### config.mk
export PLATFORM = sky130hd
export DESIGN_NAME = wroq_front
export DESIGN_NICKNAME = d
export VERILOG_FILES = /design/src/rtl/wroq_pkg.sv /design/src/rtl/wroq_front.sv
export SDC_FILE = /design/constraint.sdc
export NUM_CORES = 1
export LEC_CHECK = 0
export ABC_CLOCK_PERIOD_IN_PS = 5900
export BUFFER_PORTS_ARGS = -buffer_cell sky130_fd_sc_hd__buf_2
export CORE_AREA = 2 2 98 100
export CTS_BUF_LIST = sky130_fd_sc_hd__clkbuf_16
export CTS_CLUSTER_SIZE = 10
export DETAILED_ROUTE_END_ITERATION = 8
export DIE_AREA = 0 0 100 102
export HOLD_SLACK_MARGIN = 0.1
export PLACE_DENSITY = 0.76
export SETUP_SLACK_MARGIN = 0.5
export SLEW_MARGIN = 40
export SYNTH_ARGS = -nofsm -noshare
export SYNTH_HDL_FRONTEND = slang
export SYNTH_SLANG_ARGS = --single-unit
### constraint.sdc
create_clock -name i_clk -period 5.9 [get_ports i_clk]
set_input_delay 0.59 -clock i_clk [delete_from_list [all_inputs] [get_ports i_clk]]
set_output_delay 0.59 -clock i_clk [all_outputs]
set_load 0.01 [all_outputs]
### src/rtl/wroq_pkg.sv
package wroq_pkg;

    localparam int MaxElements = 1024;
    localparam int ValueBits   = 16;
    localparam int IdxBits     = 11;
    localparam int AddrBits    = 10;
    localparam int LevBits     = 4;
    localparam int Stride      = MaxElements + 1;
    localparam int PrefDepth   = ValueBits * Stride;
    localparam int PrefAddrBits = 15;

    localparam logic [1:0] MODE_LOAD  = 2'd0;
    localparam logic [1:0] MODE_KTH   = 2'd1;
    localparam logic [1:0] MODE_ATMOS = 2'd2;
    localparam logic [1:0] MODE_EQUAL = 2'd3;

    localparam logic [1:0] ST_OK    = 2'd0;
    localparam logic [1:0] ST_RANGE = 2'd1;
    localparam logic [1:0] ST_NOBLD = 2'd2;

    localparam logic CFG_VMIN = 1'b0;
    localparam logic CFG_VMAX = 1'b1;

    typedef struct packed {
        logic [1:0]         mode;
        logic [15:0]        element_value;
        logic               last_element;
        logic [IdxBits-1:0] left_index;
        logic [IdxBits-1:0] right_index;
        logic [15:0]        query_operand;
    } t_in_item;

    typedef struct packed {
        logic signed [16:0] answer_value;
        logic [IdxBits-1:0] tally;
        logic [1:0]         status;
    } t_out_item;

    function automatic logic [15:0] mid16(input logic [15:0] lo, input logic [15:0] hi);
        logic [16:0] s;
        s = {1'b0, lo} + {1'b0, hi};
        return s[16:1];
    endfunction

endpackage

### src/rtl/wroq_front.sv
module wroq_front import wroq_pkg::*; (
    input  logic     i_clk,
    input  logic     i_rst_n,
    input  logic     i_valid,
    output logic     o_stall,
    input  t_in_item i_item,
    output logic     o_q_valid,
    input  logic     i_q_pop,
    output t_in_item o_q_item
);
    // two-entry queue between front and back
    t_in_item r_ent [2];
    logic     r_rd, r_wr;
    logic [1:0] r_cnt;
    logic push;

    assign o_stall   = (r_cnt == 2'd2);
    assign push      = i_valid && !o_stall;
    assign o_q_valid = (r_cnt != 2'd0);
    assign o_q_item  = r_ent[r_rd];

    always_ff @(posedge i_clk) begin
        if (!i_rst_n) begin
            r_rd  <= 1'b0;
            r_wr  <= 1'b0;
            r_cnt <= 2'd0;
        end else begin
            if (push) begin
                r_ent[r_wr] <= i_item;
                r_wr <= ~r_wr;
            end
            if (i_q_pop) r_rd <= ~r_rd;
            r_cnt <= r_cnt + {1'b0, push} - {1'b0, i_q_pop};
        end
    end
endmodule

Yosys cells after proc, flatten, opt, wreduce, memory -nomap -nowiden --
Memories as Yosys holds them, arrays and structs flattened. A register that Yosys moved wholly into a read port is not among the register bits. Index checks and enable logic that the tools add are counted.
Storage, ports and cells: register bits 4, memory bits (writable) 114, input port bits 61, output and inout port bits 59, word-level logic and storage cells 17, memories 1
Memories:
- r_ent | depth 2, bits a word 57, rd ports 1, clocked after Yosys merged registers in 1, write ports 1, RTL line wroq_front.sv:12 | t_in_item r_ent [2];
Operators by class: add/sub/neg operators 2, eq/ne operators 1, muxes and demuxes 5, bitwise operators 2, reductions and logical operators 3
Operator list (count):
- 1-bit two-way mux | 5
- 2-bit by 1-bit adder with 2-bit output | 1
- 2-bit == test (second input constant) | 1
- 1-bit NOT | 2
- 2-bit nonzero test | 1
- 2-bit by 1-bit subtractor with 2-bit output | 1
- 1-bit logical AND | 1
- 1-bit logical NOT | 1

Depth between registers and ports, before layout --
depth after elaboration 6, gate-level depth with buffers 9, gate-level depth less buffers 9

Worst setup path before layout --
Ideal clock, no wire load.
path type input -> register, start point input port i_valid, end point memory r_ent[0][0] in the netlist's numbering (enable), setup time 0.472 ns, arrival time 3.069 ns, required time 5.428 ns, setup slack 2.360 ns, stages on the path 2, path buffers 0, cell sequence nand3_1 nor2_1
Between the ends: longest elaborated chain between the ends 4
Ends and longest elaborated chain:
- start: declaration | RTL line wroq_front.sv:4 | input logic i_valid,
- 1-bit logical AND | RTL line wroq_front.sv:18 | assign push = i_valid && !o_stall;
- 1-bit two-way mux | RTL line wroq_front.sv:28 | if (push) begin
- 1-bit two-way mux | RTL line wroq_front.sv:23 | if (!i_rst_n) begin
- 1-bit two-way mux (implied by the code) | RTL line wroq_front.sv:29 | r_ent[r_wr] <= i_item;
- end: declaration | RTL line wroq_front.sv:12
No other way between the ends.

==> results.sh <==
export IMPL_wirelength_um=6990
export IMPL_syn_nets=265
export IMPL_fin_crit_sh=0.378
export IMPL_rows=35
export IMPL_antenna_cells=0
export IMPL_clkSinkCount=119
export IMPL_slew_headroom=0.581
export IMPL_grt_ovfl_total=0
export IMPL_crit_type="flip-flop to output pin"
export IMPL_cts_resized=0
export IMPL_layout_drive_gt1_share=0.600
export IMPL_syn_inst=202
export IMPL_leakagePower_uw=0.00226
export IMPL_die_w_um=100
export IMPL_syn_area_per_cell_um2=22.1
export IMPL_arrival_ns=1.64
export IMPL_path_max_fanout=20
export IMPL_worstPathRequired_ns=5.31
export IMPL_postLayoutCellArea_um2=5790
export IMPL_power_uw=2240
export IMPL_finClkSkew_ns=0.00910
export IMPL_cts_buffers=17
export IMPL_final_setup_viol_count=0
export IMPL_maxSlewViolCount=0
export IMPL_dp_hpwl_um=4530
export IMPL_synthToLayoutAreaGrowth_pct=29.6
export IMPL_cts_root_buf="clkbuf_16"
export IMPL_synth_warnings=0
export IMPL_fill_cells=681
export IMPL_core_area_um2=9110
export IMPL_first_global_vias=2149
export IMPL_antenna_found_initial=0
export IMPL_via_per_inst=4.81
export IMPL_grt_max_degree=32
export IMPL_drt_pass1_iterations=4
export IMPL_status="completed"
export IMPL_synth_seq_cells=119
export IMPL_htree_levels=4
export IMPL_synth_seq_area_share=0.789
export IMPL_die_y_um=102
export IMPL_whs_ns=0.387
export IMPL_ir_worst_vdd_mv=0.222
export IMPL_tns_ns=0
export IMPL_cp_start_kind="flip-flop"
export IMPL_worst_slew_pin_transition_ns=0.628
export IMPL_cts_tree="done"
export IMPL_via_count=2216
export IMPL_finalHoldViolations=0
export IMPL_grt_util_all_layers=0.139
export IMPL_initial_core_util=0.490
export IMPL_clkLatencyLatePin_ns=0.39
export IMPL_clk_pin_slew_ns=0.05
export IMPL_ctsHoldBuffers=0
export IMPL_syn_cell_area_um2=4460
export IMPL_endpoint_kind="output pin"
export IMPL_rsz0062_at_grt="false"
export IMPL_clockBufferDepth=2
export IMPL_final_antenna_net_count=0
export IMPL_drc=0
export IMPL_setup_ws_ns=3.67
export IMPL_ys_types=18
export IMPL_cts_setup_buffers=0
export IMPL_gp_congestion=0.743
export IMPL_fmax_ghz=0.448
export IMPL_fin_nets=402
export IMPL_io_buffers=119
export IMPL_drv_cap=0
export IMPL_pre_cts_ws_ns=3.48
export IMPL_power_density_nw_per_um2=387
export IMPL_hold_path_class="input port to flip-flop"
export IMPL_initialDrtViolationCount=101
export IMPL_dieArea_um2=10200
export IMPL_ios=120
export IMPL_grt_pass1_wl_um=10300
export IMPL_placed_cell_area_um2=5220
export IMPL_wire_per_inst_um=15.2
export IMPL_post_route_min_period_ns=2.23
-- path summary, 6_finish.rpt --
check,depth (start not counted),endpoint,start,slack (ns)
hold reg to reg,2,r_wr,r_wr,0.54
setup reg to reg,4,r_ent[1][4],r_cnt[0],3.71
hold / removal,1,r_ent[0][20],i_item[20],0.39
setup / recovery,3,o_q_item[6],flip-flop,3.67
-- final cells by class --
class / count / area [um2] / share of cell area
repair buffers: 124 / 686 / 0.118
clock inverters: 13 / 115 / 0.0199
clock buffers: 17 / 425 / 0.0735
multi-input cells: 74 / 883 / 0.153
well taps: 111 / 139 / 0.0240
inverters: 3 / 11.3 / 0.00195
flip-flops and latches: 119 / 3530 / 0.610
-- kinds of logic after synthesis --
logic type	Yosys count	synth area share
buf+inv	9	0.0149
fa+ha+maj	2	0.00560
compound gates	1	0.00140
mux	57	0.169
flops	119	0.789
simple gates	11	0.0140
xor+xnor	3	0.00589
-- state kept, by name (all words and copies together) (netlist names), named ones only --
| name | flops |
|---|---|
| r_ent | 114 |
| r_rd | 1 |
| r_wr | 1 |
| r_cnt | 2 |
-- layer usage --
| metal | vias to the layer above | GRT usage | share of wire |
|---|---|---|---|
| met4 | 0 | 0.0769 | 0.0099 |
| li1 | 1069 | - | - |
| met3 | 6 | 0.0547 | 0.066 |
| met2 | 78 | 0.218 | 0.50 |
| met5 | - | 0 | 0 |
| met1 | 1063 | 0.166 | 0.42 |
-- critical path, cell delays in order (launching register included) --
cell and delay, ns:
dfxtp_4 0.53, buf_16 0.22, mux2_2 0.36, buf_2 0.14
-- stage by stage --
stage / util / std cells
6_report: 0.635 / 461
5_1_grt: 0.635 / 461
2_1_floorplan: - / 202
3_5_place_dp: 0.573 / 430
4_1_cts: 0.632 / 460
3_3_place_gp: 0.568 / 428
-- cells in the final DEF (no fill, tap or decap), drive strengths merged --
cell type,n
mux2,57
nand2,1
and3,1
nand3,1
inv,3
dfxtp,5
or2,1
ha,2
edfxtp,114
nand2b,1
o22ai,1
and2,5
clkinvlp,1
xnor2,2
xor2,1
clkinv,10
buf,124
nor2,1
bufinv,2
clkbuf,17
-- Yosys cell counts --
| cell type | n | share of area |
|---|---|---|
| and2_1 | 5 | 0.0070 |
| and3_1 | 1 | 0.0014 |
| buf_2 | 2 | 0.0022 |
| buf_6 | 4 | 0.010 |
| dfxtp_1 | 5 | 0.022 |
| edfxtp_1 | 114 | 0.77 |
| ha_1 | 2 | 0.0056 |
| inv_1 | 3 | 0.0025 |
| mux2_2 | 27 | 0.068 |
| mux2_4 | 30 | 0.10 |
| nand2_1 | 1 | 0.00084 |
| nand2b_1 | 1 | 0.0014 |
| nand3_1 | 1 | 0.0011 |
| nor2_1 | 1 | 0.00084 |
| o22ai_1 | 1 | 0.0014 |
| or2_2 | 1 | 0.0014 |
| xnor2_1 | 2 | 0.0039 |
| xor2_1 | 1 | 0.0020 |
-- report_power, final --
| part | internal [uW] | switching [uW] | leakage, uW |
|---|---|---|---|
| Combinational | 145 | 136 | 0.000914 |
| Sequential | 1010 | 25.0 | 0.00109 |
| Clock | 604 | 318 | 0.000266 |
(Power assumes the default switching activity.)
